==> config.mk <==
export PLATFORM = sky130hd
export DESIGN_NAME = ocix_ctrl
export DESIGN_NICKNAME = d
export VERILOG_FILES = /design/src/design/ocix_pkg.sv /design/src/design/ocix_ctrl.sv
export SDC_FILE = /design/constraint.sdc
export NUM_CORES = 1
export LEC_CHECK = 0
export ABC_AREA = 1
export BUFFER_PORTS_ARGS = -buffer_cell sky130_fd_sc_hd__buf_2
export CAP_MARGIN = 20
export CORE_AREA = 5 5 42 44
export DETAILED_ROUTE_END_ITERATION = 12
export DIE_AREA = 0 0 47 49
export GPL_TIMING_DRIVEN = 0
export PLACE_DENSITY_LB_ADDON = 0.08
export SETUP_SLACK_MARGIN = 0.3
export SLEW_MARGIN = 20
export SYNTH_ARGS = -nofsm -noshare
export SYNTH_HDL_FRONTEND = slang
export SYNTH_SLANG_ARGS = --single-unit
==> constraint.sdc <==
create_clock -name clk_i -period 1.21 [get_ports clk_i]
set_input_delay 0.242 -clock clk_i [delete_from_list [all_inputs] [get_ports clk_i]]
set_output_delay 0.242 -clock clk_i [all_outputs]
set_load 0.03 [all_outputs]
==> src/design/ocix_pkg.sv <==
// Types and constants shared by the order coordinate index unit
`default_nettype none
package ocix_pkg;

  localparam logic [2:0] REQ_APPEND  = 3'd0;
  localparam logic [2:0] REQ_REMOVE  = 3'd1;
  localparam logic [2:0] REQ_CLEAR   = 3'd2;
  localparam logic [2:0] REQ_LOAD_X  = 3'd3;
  localparam logic [2:0] REQ_LOAD_Y  = 3'd4;
  localparam logic [2:0] REQ_PERMUTE = 3'd5;
  localparam logic [2:0] REQ_LOOKUP  = 3'd6;

  localparam logic [1:0] STS_OK       = 2'd0;
  localparam logic [1:0] STS_MISSING  = 2'd1;
  localparam logic [1:0] STS_OVERFLOW = 2'd2;

  typedef struct packed {
    logic [2:0] req_type;
    logic [9:0] vertex;
    logic [5:0] x_rank;
    logic [5:0] y_rank;
    logic       last;
  } req_t;

  typedef struct packed {
    logic [1:0]         status;
    logic signed [63:0] x_value;
    logic signed [63:0] y_value;
    logic               x_present;
    logic               y_present;
  } rsp_t;

  typedef struct packed {
    logic [9:0] vertex;
    logic [5:0] x_rank;
    logic [5:0] y_rank;
  } dent_t;

  typedef enum logic [3:0] {
    C_NONE, C_SWEEP, C_ACCEPT, C_EXEC, C_GATH_A, C_GATH_B, C_GATH_C,
    C_LOAD_A, C_LOAD_B, C_CNT_A, C_CNT_B, C_PLACE, C_WR_A, C_WR_B, C_EMIT
  } cmd_e;

  typedef enum logic [3:0] {
    ST_SWEEP_RST, ST_SWEEP_CLR, ST_IDLE, ST_EXEC, ST_GATH_A, ST_GATH_B,
    ST_GATH_C, ST_LOAD_A, ST_LOAD_B, ST_CNT_A, ST_CNT_B, ST_PLACE,
    ST_WR_A, ST_WR_B, ST_DONE
  } state_e;

  typedef struct packed {
    logic sweep_last;
    logic is_clear;
    logic commit_go;
    logic i_last;
    logic j_last;
    logic bad_any;
    logic out_free;
  } stat_t;

endpackage
`default_nettype wire

==> src/design/ocix_ctrl.sv <==
// Sequencer for the order coordinate index unit
`default_nettype none
module ocix_ctrl (
  input  logic            clk_i,
  input  logic            rst_ni,
  input  logic            in_valid_i,
  output logic            in_stall_o,
  input  ocix_pkg::stat_t stat_i,
  output ocix_pkg::cmd_e  cmd_o
);
  import ocix_pkg::*;

  state_e state_q, state_d;

  always_ff @(posedge clk_i or negedge rst_ni) begin
    if (!rst_ni) begin
      state_q <= ST_SWEEP_RST;
    end else begin
      state_q <= state_d;
    end
  end

  always_comb begin
    state_d    = state_q;
    cmd_o      = C_NONE;
    in_stall_o = 1'b1;
    case (state_q)
      ST_SWEEP_RST: begin
        cmd_o = C_SWEEP;
        if (stat_i.sweep_last) state_d = ST_IDLE;
      end
      ST_SWEEP_CLR: begin
        cmd_o = C_SWEEP;
        if (stat_i.sweep_last) state_d = ST_DONE;
      end
      ST_IDLE: begin
        in_stall_o = 1'b0;
        if (in_valid_i) begin
          cmd_o   = C_ACCEPT;
          state_d = ST_EXEC;
        end
      end
      ST_EXEC: begin
        cmd_o = C_EXEC;
        if (stat_i.is_clear) state_d = ST_SWEEP_CLR;
        else if (stat_i.commit_go) state_d = ST_GATH_A;
        else state_d = ST_DONE;
      end
      ST_GATH_A: begin
        cmd_o   = C_GATH_A;
        state_d = ST_GATH_B;
      end
      ST_GATH_B: begin
        cmd_o   = C_GATH_B;
        state_d = ST_GATH_C;
      end
      ST_GATH_C: begin
        cmd_o = C_GATH_C;
        if (!stat_i.i_last) state_d = ST_GATH_A;
        else if (stat_i.bad_any) state_d = ST_DONE;
        else state_d = ST_LOAD_A;
      end
      ST_LOAD_A: begin
        cmd_o   = C_LOAD_A;
        state_d = ST_LOAD_B;
      end
      ST_LOAD_B: begin
        cmd_o   = C_LOAD_B;
        state_d = ST_CNT_A;
      end
      ST_CNT_A: begin
        cmd_o   = C_CNT_A;
        state_d = ST_CNT_B;
      end
      ST_CNT_B: begin
        cmd_o   = C_CNT_B;
        state_d = stat_i.j_last ? ST_PLACE : ST_CNT_A;
      end
      ST_PLACE: begin
        cmd_o   = C_PLACE;
        state_d = stat_i.i_last ? ST_WR_A : ST_LOAD_A;
      end
      ST_WR_A: begin
        cmd_o   = C_WR_A;
        state_d = ST_WR_B;
      end
      ST_WR_B: begin
        cmd_o   = C_WR_B;
        state_d = stat_i.i_last ? ST_DONE : ST_WR_A;
      end
      ST_DONE: begin
        if (stat_i.out_free) begin
          cmd_o   = C_EMIT;
          state_d = ST_IDLE;
        end
      end
      default: state_d = ST_IDLE;
    endcase
  end

endmodule
`default_nettype wire

Yosys cells after proc, flatten, opt, wreduce, memory -nomap -nowiden
Index checks and enable logic that the tools add are counted.
{ "totals": {"wordCells": 38, "reg_bits": 4} }
{ "op_classes": {"muxes": 16, "n_eq_ne": 18, "reduce_logical": 3} }
{ "ops": {"columns": ["op", "count"], "rows": [
  ["4-bit case mux with 15 select lines", 1],
  ["4-bit case mux with 14 select lines", 1],
  ["4-bit two-way mux", 10],
  ["4-bit equality test (second input constant)", 7],
  ["4-bit by 3-bit equality test with 1-bit output (second input constant)", 4],
  ["4-bit by 2-bit equality test with 1-bit output (second input constant)", 2],
  ["2-bit != test (second input constant)", 4],
  ["2-bit two-way mux", 3],
  ["4-bit by 1-bit equality test with 1-bit output (second input constant)", 1],
  ["4-bit zero test", 1],
  ["4-bit AND reduction", 1],
  ["2-bit OR reduction", 1],
  ["1-bit two-way mux", 1]
]} }

Logic depth before layout (Yosys ltp)
Gate-level depths: netlist of the first run.
{ "logic_depth": {"ltp_word": 3, "depth_mapped": 9, "ltp_nobuf": 9} }

Worst setup path before layout of the first run
Ideal clock, no wire load.
{ "synth_timing": {"kind": "register -> output", "start": "register state_q[0]", "end": "output cmd_o[1]", "stages_incl_launch_ff": 5, "n_path_buf": 0, "slack_ns": -0.135, "t_arrival_ns": 1.103, "path_cell_list": "dfrtp_1 > nand2_2 > inv_2 > o21ai_0 > nand4_1"} }
{ "synth_between": {"elab_chain_cells": 3, "word_cells_on_any_way": 17, "cone_classes": "eq/ne (14); mux (1); reduce/logical (2)"} }
{ "synth_rtl": {"columns": ["item", "line", "source"], "rows": [
  ["from (decl)", "ocix_ctrl.sv:13", "state_e state_q, state_d;"],
  ["from (signal assigned)", "ocix_ctrl.sv:19", "state_q <= state_d;"],
  ["4-bit by 1-bit equality test with 1-bit output / 4-bit zero test (equally long branches)", "ocix_ctrl.sv:27", "case (state_q)"],
  ["2-bit OR reduction (no source line)", null, null],
  ["4-bit case mux with 14 select lines (*)", "ocix_ctrl.sv:27", null],
  ["to (decl)", "ocix_ctrl.sv:9", "output ocix_pkg::cmd_e cmd_o"]
]} }
Mark *: on every way between the ends. The rest lies on a longest branch, timed or not.

Worst setup path after layout of the first run
{ "layout_timing": {"start": "register state_q[2]", "end": "output cmd_o[0]"} }
The elaborated chain is that of the path after synthesis.

==> impl_results.html, run 1 <==
<table>
<tr><th>Metric</th><th>Value</th></tr>
<tr><th colspan="2">Setup path</th></tr>
<tr><td>Slowest cell on crit path</td><td>sky130_fd_sc_hd__dfrtp_2</td></tr>
<tr><td>List of cells traversed by the critical path</td><td>nor2_4 -&gt; nand2_2 -&gt; nand2_4 -&gt; buf_4</td></tr>
<tr><td>Gate family responsible for the most delay along the worst path</td><td>flip-flops</td></tr>
<tr><td>Category of the worst setup path capture point</td><td>output port</td></tr>
<tr><td>Startpoint of the most critical register-to-register path</td><td>state_q[1]</td></tr>
<tr><td>Type of the worst setup path</td><td>reg2out</td></tr>
<tr><td>Critical path buffer and inverter count</td><td>1</td></tr>
<tr><td>Endpoint required time on the critical path</td><td>0.97 ns</td></tr>
<tr><td>Crit path depth</td><td>4</td></tr>
<tr><td>Crit path launch type</td><td>register</td></tr>
<tr><td>Stage delay of the slowest cell on the critical path</td><td>0.46 ns</td></tr>
<tr><td>Arrival time at the worst endpoint</td><td>1.28 ns</td></tr>
<tr><td>Highest fanout seen on the critical path</td><td>5</td></tr>
<tr><td>Worst reg-to-reg path cell count</td><td>9</td></tr>
<tr><td>Beginning of the critical path</td><td>state_q[2]</td></tr>
<tr><th colspan="2">Timing</th></tr>
<tr><td>Transition time at the pin with the least slew margin</td><td>0.222 ns</td></tr>
<tr><td>Minimum period implied by the final worst setup slack</td><td>1.52 ns</td></tr>
<tr><td>Minimum hold slack</td><td>0.343 ns</td></tr>
<tr><td>Fraction of the cycle the final worst path needs</td><td>126%</td></tr>
<tr><td>F_max</td><td>0.658 GHz</td></tr>
<tr><td>Relative max-transition margin</td><td>85.1%</td></tr>
<tr><td>Worst clock skew</td><td>0.00102 ns</td></tr>
<tr><td>Accumulated negative setup slack</td><td>-2.00 ns</td></tr>
<tr><td>Setup slack of the critical path after layout</td><td>-0.309 ns</td></tr>
<tr><td>Number of hold violations in the final report</td><td>0</td></tr>
<tr><td>Setup Viol. Count Final</td><td>9</td></tr>
<tr><td>Pins over their slew limit</td><td>0</td></tr>
<tr><td>RSZ-0062 raised after global routing</td><td>true</td></tr>
<tr><th colspan="2">Place</th></tr>
<tr><td>Weighted congestion at the end of routability-driven global placement</td><td>0.817</td></tr>
<tr><td>Post-detailed-placement half-perimeter wirelength</td><td>1.06 mm</td></tr>
<tr><td>Placed cell areas</td><td>588 um2</td></tr>
<tr><td>Number of I/O port buffers</td><td>14</td></tr>
<tr><th colspan="2">Yosys</th></tr>
<tr><td>Post-synthesis net count</td><td>92</td></tr>
<tr><td>Area leader, netlist</td><td>sky130_fd_sc_hd__dfrtp_1</td></tr>
<tr><td>Leading post-synthesis cells by instance count</td><td>25 x sky130_fd_sc_hd__nand2_1, 11 x sky130_fd_sc_hd__nand3_1, 9 x sky130_fd_sc_hd__nor2_1</td></tr>
<tr><td>Xor and xnor area share after synthesis</td><td>0%</td></tr>
<tr><td>Async set-reset flop share out of synthesis</td><td>100%</td></tr>
<tr><td>Compound-gate portion of the synthesized area</td><td>11.9%</td></tr>
<tr><td>Synthesized area divided by synthesized cell count</td><td>5.77 um2</td></tr>
<tr><td>Leading register cell type out of synthesis</td><td>sky130_fd_sc_hd__dfrtp_1</td></tr>
<tr><td>Post-synthesis cell type count</td><td>17</td></tr>
<tr><td>Number of warnings printed during yosys synthesis</td><td>0</td></tr>
<tr><td>Fraction of post-synthesis cell area in the top cell type by area</td><td>21.2%</td></tr>
<tr><td>Number of instances in the synthesized netlist</td><td>82</td></tr>
<tr><td>Cell types with the largest area share after synthesis</td><td>sky130_fd_sc_hd__dfrtp_1 21%, sky130_fd_sc_hd__nand2_1 20%, sky130_fd_sc_hd__nand3_1 12%</td></tr>
<tr><td>Post-synth design cell area</td><td>473 um2</td></tr>
<tr><td>Leading cell type by number of instances after synthesis</td><td>sky130_fd_sc_hd__nand2_1</td></tr>
<tr><td>Mux contribution to synthesized area</td><td>0%</td></tr>
<tr><td>Number of synthesized flops with an enable pin</td><td>0</td></tr>
<tr><td>Seq cells post-synth</td><td>4</td></tr>
<tr><td>Area share of fa/ha/maj cells after synthesis</td><td>0%</td></tr>
<tr><td>Part of the Yosys area used for sequential elements</td><td>21.2%</td></tr>
<tr><td>Dominant combinational cell family by area after synthesis</td><td>simple AND/OR/NAND/NOR gates</td></tr>
<tr><td>Simple-gate share of the synthesized area</td><td>57.4%</td></tr>
<tr><th colspan="2">Floorplanning</th></tr>
<tr><td>Horiz. Die Dim</td><td>47 um</td></tr>
<tr><td>Initial standard-cell utilization of the core</td><td>33.8%</td></tr>
<tr><td>Die ar.</td><td>0.00230 mm2</td></tr>
<tr><td>Floorplan core area</td><td>0.00140 mm2</td></tr>
<tr><td>Num rows</td><td>14</td></tr>
<tr><td>Vertical die dimension</td><td>49 um</td></tr>
<tr><td>IO Pins</td><td>15</td></tr>
<tr><th colspan="2">Layout</th></tr>
<tr><td>Number of flip-flops under the largest register name</td><td>4</td></tr>
<tr><td>Combined area of the multi-input logic cells</td><td>418 um2</td></tr>
<tr><td>Largest regs</td><td>state_q x4</td></tr>
<tr><td>Fin nets</td><td>122</td></tr>
<tr><td>Fillcell total</td><td>152</td></tr>
<tr><td>Layout overhead on the synthesized area</td><td>71.7%</td></tr>
<tr><td>Register name with the most flops</td><td>state_q</td></tr>
<tr><td>Proportion of layout cells with a drive suffix above 1</td><td>54.5%</td></tr>
<tr><td>Number of inserted diodes</td><td>0</td></tr>
<tr><td>Post-route cell area</td><td>812 um2</td></tr>
<tr><td>Area taken by flip-flops and latches</td><td>105 um2</td></tr>
<tr><th colspan="2">Clock tree</th></tr>
<tr><td>TritonCTS Buffers</td><td>3</td></tr>
<tr><td>Number of clock sinks seen by CTS</td><td>4</td></tr>
<tr><td>Clock-pin transition on the worst setup and hold timing paths</td><td>0.04 ns</td></tr>
<tr><td>TritonCTS clock tree</td><td>built</td></tr>
<tr><td>Depth of the CTS H-tree</td><td>1</td></tr>
<tr><td>Maximum root-to-sink buffer count</td><td>2</td></tr>
<tr><td>Root buf cell</td><td>sky130_fd_sc_hd__clkbuf_4</td></tr>
<tr><td>Source-to-sink clock delay at the later pin of the worst-skew pair</td><td>0.23 ns</td></tr>
<tr><th colspan="2">Power and ir drop</th></tr>
<tr><td>Proportion of power drawn by flip-flops and latches</td><td>15.1%</td></tr>
<tr><td>Leakage</td><td>0.444 nW</td></tr>
<tr><td>Cell Int Power</td><td>1.15 mW</td></tr>
<tr><td>Highest ir drop seen on vdd</td><td>0.00145 V</td></tr>
<tr><td>Switching Power</td><td>1.33 mW</td></tr>
<tr><td>Power density normalized to cell area</td><td>3050 mW/mm2</td></tr>
<tr><td>Share of total power in the clock network</td><td>6.6%</td></tr>
<tr><td>Comb pwr share</td><td>78.3%</td></tr>
<tr><td>Fraction of power spent switching nets</td><td>53.6%</td></tr>
<tr><th colspan="2">GRT</th></tr>
<tr><td>GR Util All Layers</td><td>14.5%</td></tr>
<tr><td>Antenna violations before repair</td><td>0</td></tr>
<tr><td>Via count of the first global-routing pass</td><td>603</td></tr>
<tr><td>Total congestion overflow after global routing</td><td>0</td></tr>
<tr><td>Largest net degree at the start of global routing</td><td>6</td></tr>
<tr><td>Global-route wire length before repair</td><td>2.50 mm</td></tr>
<tr><th colspan="2">Routing</th></tr>
<tr><td>Detailed Routing Iterations Pass 1</td><td>4</td></tr>
<tr><td>Routed via count divided by cell count</td><td>4.84</td></tr>
<tr><td>First DRT Iteration DRCs</td><td>8</td></tr>
<tr><td>Number of nets still failing antenna checks after routing</td><td>0</td></tr>
<tr><td>Total wire length after detailed routing</td><td>1.46 mm</td></tr>
<tr><td>Number of remaining DRC errors</td><td>0</td></tr>
<tr><td>Total number of vias</td><td>610</td></tr>
<tr><td>Average detailed-routed wire length per instance</td><td>11.6 um</td></tr>
<tr><th colspan="2">Outcome</th></tr>
<tr><td>Result of the run</td><td>finished with violations</td></tr>
<tr><td>Violations in the final reports</td><td>setup timing</td></tr>
<tr><th colspan="2">Min path</th></tr>
<tr><td>Hold crit path type</td><td>in2async</td></tr>
<tr><th colspan="2">Flow run</th></tr>
<tr><td>Max_cap viols</td><td>0</td></tr>
</table>
[final timing paths]
path / to / slack, ns
min reg2reg: state_q[0] / 0.74
min in group clk_i: state_q[1] / 0.36
max reg2reg: state_q[2] / -0.16
max in group asynchronous: state_q[2] / 0.74
max: cmd_o[0] / -0.31
min: state_q[1] / 0.34
[through the flow]
stage               setup slack [ns]  cells  total power, mW  utilization (%)
detailed placement            -0.239    112             1.68             42.0
global route                  -0.390    126             2.69             57.9
CTS                           -0.308    124             2.21             51.4
floorplan                     -0.126     82             1.37                -
global placement              -0.216    112             1.68             42.0
finish                        -0.309    126             2.47             57.9
[cell usage in the layout, fill, tap and decap left out, types with 2 or more instances in the layout]
cell type	n
sky130_fd_sc_hd__nand2_2	4
sky130_fd_sc_hd__nor2_4	6
sky130_fd_sc_hd__clkbuf_4	3
sky130_fd_sc_hd__nand2_1	19
sky130_fd_sc_hd__nand3_2	2
sky130_fd_sc_hd__inv_2	4
sky130_fd_sc_hd__buf_4	8
sky130_fd_sc_hd__a21oi_1	2
sky130_fd_sc_hd__inv_1	5
sky130_fd_sc_hd__o21ai_2	2
sky130_fd_sc_hd__nor2_1	8
sky130_fd_sc_hd__nand4_1	2
sky130_fd_sc_hd__o21ai_1	2
sky130_fd_sc_hd__buf_2	9
sky130_fd_sc_hd__dfrtp_2	4
sky130_fd_sc_hd__nand2_4	4
sky130_fd_sc_hd__nand3_1	9
sky130_fd_sc_hd__inv_4	3
sky130_fd_sc_hd__buf_6	7
[cells by family after synthesis]
| kind of cell | after synthesis |
|---|---|
| and+or+nand+nor | 56 |
| AOI/OAI and AO/OA | 10 |
| DFF | 4 |
| buffers and inverters | 12 |
[layer usage]
layer | wire length [um] | vias to the layer above | GRT usage, % | share of wire (%)
met1 | 649 | 283 | 19.5 | 44
li1 | - | 319 | - | -
met3 | 52 | 0 | 2.21 | 3.6
met5 | 0 | - | 0 | 0
met2 | 760 | 8 | 22.4 | 52
met4 | 0 | 0 | 5.53 | 0
[power groups by stage]
stage	Combinational, mW	Sequential (mW)	Clock (mW)
floorplan	1.06	0.310	0
global placement	1.35	0.333	0
detailed placement	1.34	0.334	0
CTS	1.68	0.352	0.173
global route	2.11	0.389	0.185
finish	1.94	0.373	0.164
[layout make-up]
type                       instances  area share [%]
tap                               16            2.47
inverter                          12            6.47
clock buffer                       3            2.77
timing repair buffer              25            23.9
sequential                         4            12.9
multi-input combinational         66            51.5
[timing repair]
item	in CTS	in global routing
hold endpoints to repair	4	0
hold buffers	1	0
gates cloned	0	0
resized for setup	17	19
setup endpoints to repair	9	9
pin swaps	2	5
buffers inserted	8	2
Note: power is estimated with default switching activity, not from simulation.
==> run 2, diff against run 1 <==
--- a/config.mk
+++ b/config.mk
@@ -8,9 +8,11 @@
 export ABC_AREA = 1
 export BUFFER_PORTS_ARGS = -buffer_cell sky130_fd_sc_hd__buf_2
 export CAP_MARGIN = 20
-export CORE_AREA = 5 5 42 44
+export CELL_PAD_IN_SITES_DETAIL_PLACEMENT = 0
+export CELL_PAD_IN_SITES_GLOBAL_PLACEMENT = 2
+export CORE_AREA = 5 5 54 56
 export DETAILED_ROUTE_END_ITERATION = 12
-export DIE_AREA = 0 0 47 49
+export DIE_AREA = 0 0 59 61
 export GPL_TIMING_DRIVEN = 0
 export PLACE_DENSITY_LB_ADDON = 0.08
 export SETUP_SLACK_MARGIN = 0.3
==> run 2 against run 1 <==
Effect of this change: the run still ends with setup timing left; sequential cell count unchanged; die area up 56%; largest power group unchanged; sequential power down 6.2%.
==> impl_results.html, run 2 (synthesis gave the netlist of run 1 again) <==
<table>
<tr><th>Metric</th><th>Value</th></tr>
<tr><th colspan="2">Outcome</th></tr>
<tr><td>Result of the run</td><td>finished with violations</td></tr>
<tr><td>Violations in the final reports</td><td>setup timing</td></tr>
<tr><th colspan="2">Layout</th></tr>
<tr><td>Layout overhead on the synthesized area</td><td>68.8%</td></tr>
<tr><td>Combined area of the multi-input logic cells</td><td>399 um2 (-4.5%)</td></tr>
<tr><td>Number of inserted diodes</td><td>0 (unchanged)</td></tr>
<tr><td>Register name with the most flops</td><td>state_q</td></tr>
<tr><td>Area taken by flip-flops and latches</td><td>105 um2 (unchanged)</td></tr>
<tr><td>Fin nets</td><td>124 (+1.6%)</td></tr>
<tr><td>Fillcell total</td><td>297 (+95%)</td></tr>
<tr><td>Proportion of layout cells with a drive suffix above 1</td><td>51.8% (-2.8 points)</td></tr>
<tr><td>Largest regs</td><td>state_q x4</td></tr>
<tr><td>Number of flip-flops under the largest register name</td><td>4 (unchanged)</td></tr>
<tr><td>Top library cells by usage in the layout, fill and taps aside</td><td>21 x sky130_fd_sc_hd__nand2_1, 16 x sky130_fd_sc_hd__buf_4, 9 x sky130_fd_sc_hd__nand3_1, 9 x sky130_fd_sc_hd__buf_2, 7 x sky130_fd_sc_hd__nor2_1</td></tr>
<tr><td>Leading cell type in the layout, fill and taps excluded</td><td>sky130_fd_sc_hd__nand2_1</td></tr>
<tr><th colspan="2">Setup path</th></tr>
<tr><td>Type of the worst setup path</td><td>reg2out</td></tr>
<tr><td>Crit path launch type</td><td>register</td></tr>
<tr><td>Category of the worst setup path capture point</td><td>output port</td></tr>
<tr><td>Arrival time at the worst endpoint</td><td>1.26 ns (-0.02 ns)</td></tr>
<tr><td>Endpoint required time on the critical path</td><td>0.97 ns (about the same)</td></tr>
<tr><td>Highest fanout seen on the critical path</td><td>5 (unchanged)</td></tr>
<tr><th colspan="2">Routing</th></tr>
<tr><td>Total number of vias</td><td>613 (+0.49%)</td></tr>
<tr><td>Total wire length after detailed routing</td><td>1.63 mm (+12%)</td></tr>
<tr><td>Number of remaining DRC errors</td><td>0 (unchanged)</td></tr>
<tr><td>Routed via count divided by cell count</td><td>4.32 (-11%)</td></tr>
<tr><td>First DRT Iteration DRCs</td><td>8 (unchanged)</td></tr>
<tr><td>Average detailed-routed wire length per instance</td><td>11.5 um (-0.89%)</td></tr>
<tr><td>Number of nets still failing antenna checks after routing</td><td>0 (unchanged)</td></tr>
<tr><td>Detailed Routing Iterations Pass 1</td><td>4 (unchanged)</td></tr>
<tr><th colspan="2">Power and ir drop</th></tr>
<tr><td>Cell Int Power</td><td>1.11 mW (-3.2%)</td></tr>
<tr><td>Leakage</td><td>0.443 nW (-0.12%)</td></tr>
<tr><td>Share of total power in the clock network</td><td>7.0% (+0.4 points)</td></tr>
<tr><td>Proportion of power drawn by flip-flops and latches</td><td>14.7% (-0.4 points)</td></tr>
<tr><td>Comb pwr share</td><td>78.3% (about the same)</td></tr>
<tr><td>Switching Power</td><td>1.27 mW (-4.3%)</td></tr>
<tr><td>Total power after layout</td><td>2.38 mW (-3.8%)</td></tr>
<tr><td>Fraction of power spent switching nets</td><td>53.4% (-0.27 points)</td></tr>
<tr><td>Power density normalized to cell area</td><td>2980 mW/mm2 (-2.1%)</td></tr>
<tr><td>Highest ir drop seen on vdd</td><td>0.00111 V (-24%)</td></tr>
<tr><th colspan="2">Floorplanning</th></tr>
<tr><td>Initial standard-cell utilization of the core</td><td>19.8% (-14 points)</td></tr>
<tr><td>Die ar.</td><td>0.00360 mm2 (+56%)</td></tr>
<tr><td>Floorplan core area</td><td>0.00239 mm2 (+70%)</td></tr>
<tr><td>Num rows</td><td>18 (+4)</td></tr>
<tr><td>IO Pins</td><td>15 (unchanged)</td></tr>
<tr><td>Horiz. Die Dim</td><td>59 um (+26%)</td></tr>
<tr><td>Vertical die dimension</td><td>61 um (+24%)</td></tr>
<tr><th colspan="2">GRT</th></tr>
<tr><td>Via count of the first global-routing pass</td><td>621 (+3.0%)</td></tr>
<tr><td>GR Util All Layers</td><td>9.55% (-4.9 points)</td></tr>
<tr><td>Global-route wire length before repair</td><td>2.59 mm (+3.9%)</td></tr>
<tr><td>Antenna violations before repair</td><td>0 (unchanged)</td></tr>
<tr><td>Total congestion overflow after global routing</td><td>0 (unchanged)</td></tr>
<tr><td>Largest net degree at the start of global routing</td><td>7 (+1)</td></tr>
<tr><th colspan="2">Clock tree</th></tr>
<tr><td>TritonCTS Buffers</td><td>3 (unchanged)</td></tr>
<tr><td>Number of clock sinks seen by CTS</td><td>4 (unchanged)</td></tr>
<tr><td>Maximum root-to-sink buffer count</td><td>2 (unchanged)</td></tr>
<tr><td>Depth of the CTS H-tree</td><td>1 (unchanged)</td></tr>
<tr><td>Clock-pin transition on the worst setup and hold timing paths</td><td>0.04 ns (about the same)</td></tr>
<tr><td>Source-to-sink clock delay at the later pin of the worst-skew pair</td><td>0.24 ns (about the same)</td></tr>
<tr><td>TritonCTS clock tree</td><td>built</td></tr>
<tr><td>Root buf cell</td><td>sky130_fd_sc_hd__clkbuf_4</td></tr>
<tr><th colspan="2">Timing</th></tr>
<tr><td>Worst clock skew</td><td>0.00594 ns (+0.00492 ns)</td></tr>
<tr><td>Setup slack of the critical path after layout</td><td>-0.296 ns (+0.0136 ns)</td></tr>
<tr><td>Transition time at the pin with the least slew margin</td><td>0.181 ns (-0.0411 ns)</td></tr>
<tr><td>F_max</td><td>0.664 GHz (+0.90%)</td></tr>
<tr><td>RSZ-0062 raised after global routing</td><td>true</td></tr>
<tr><td>Pins over their slew limit</td><td>0 (unchanged)</td></tr>
<tr><td>Relative max-transition margin</td><td>87.9% (+2.8 points)</td></tr>
<tr><td>Minimum hold slack</td><td>0.335 ns (-0.00807 ns)</td></tr>
<tr><td>Number of hold violations in the final report</td><td>0 (unchanged)</td></tr>
<tr><td>Minimum period implied by the final worst setup slack</td><td>1.51 ns (-0.0136 ns)</td></tr>
<tr><td>Setup Viol. Count Final</td><td>9 (unchanged)</td></tr>
<tr><td>Fraction of the cycle the final worst path needs</td><td>124% (-1.1 points)</td></tr>
<tr><th colspan="2">Place</th></tr>
<tr><td>Number of I/O port buffers</td><td>14 (unchanged)</td></tr>
<tr><td>Worst setup slack before clock tree synthesis</td><td>-0.269 ns (-0.0303 ns)</td></tr>
<tr><td>Weighted congestion at the end of routability-driven global placement</td><td>0.687 (-16%)</td></tr>
<tr><td>Post-detailed-placement half-perimeter wirelength</td><td>1.24 mm (+17%)</td></tr>
<tr><th colspan="2">Flow run</th></tr>
<tr><td>Max_cap viols</td><td>0 (unchanged)</td></tr>
<tr><th colspan="2">Min path</th></tr>
<tr><td>Hold crit path type</td><td>in2async</td></tr>
</table>
-- run 2: worst paths after layout --
path	startpoint	end	slack, ns	cells after the start
worst min-delay path	rst_ni	state_q[2]	0.34	2
worst min register to register	state_q[0]	state_q[0]	0.75	3
worst max-delay path	state_q[2]	cmd_o[1]	-0.30	6
max in group asynchronous	rst_ni	state_q[1]	0.73	2
worst max register to register	state_q[1]	state_q[2]	-0.13	8
min in group clk_i	in_valid_i	state_q[1]	0.34	4
-- run 2: cell type report --
cell class	instances	area share, %
Timing Repair Buffer	27	23.4
Clock buffer	3	2.82
Inverter	12	5.96
Sequential cell	4	13.2
Multi-Input combinational cell	66	50.0
Tap cell	30	4.70
-- run 2: layer usage --
metal	up-vias	wire length [um]	part of all wire, %	track usage, %
li1	324	-	-	-
met4	0	0	0	1.94
met5	-	0	0	0
met1	278	715	44	10.4
met2	11	847	52	18.5
met3	0	69	4.2	2.55
-- run 2: critical path, cell delays in order, from the launching register on --
cell and delay [ns]:
sky130_fd_sc_hd__dfrtp_2 0.44, sky130_fd_sc_hd__inv_2 0.11, sky130_fd_sc_hd__nand2_4 0.07, sky130_fd_sc_hd__nor2_4 0.10, sky130_fd_sc_hd__a21oi_1 0.05, sky130_fd_sc_hd__nand4_1 0.11, sky130_fd_sc_hd__buf_6 0.14
-- run 2: power groups by stage --
stage / logic [mW] / clock network (mW) / registers, mW
2_1_floorplan: 1.06 / 0 / 0.310
3_3_place_gp: 1.40 / 0 / 0.340
3_5_place_dp: 1.36 / 0 / 0.334
4_1_cts: 1.74 / 0.172 / 0.356
5_1_grt: 2.04 / 0.184 / 0.367
6_report: 1.86 / 0.166 / 0.350
-- run 2: repair_timing --
action                                  CTS  global route
setup buffers                             8             4
endpoints found under the setup margin    9             9
hold buffers                              1             0
resized for setup                        20             3
pin swaps                                 6             2
hold endpoints to repair                  4             0
-- run 2: per-stage QoR --
stage / cell area, um2 / util, % / std cells / TNS (ns)
global route: 798 / 33.4 / 142 / -2.54
floorplan: 498 / - / 82 / -0.536
global placement: 606 / 25.4 / 126 / -2.12
detailed placement: 606 / 25.4 / 126 / -1.72
finish: 798 / 33.4 / 142 / -1.82
CTS: 756 / 31.7 / 138 / -2.01
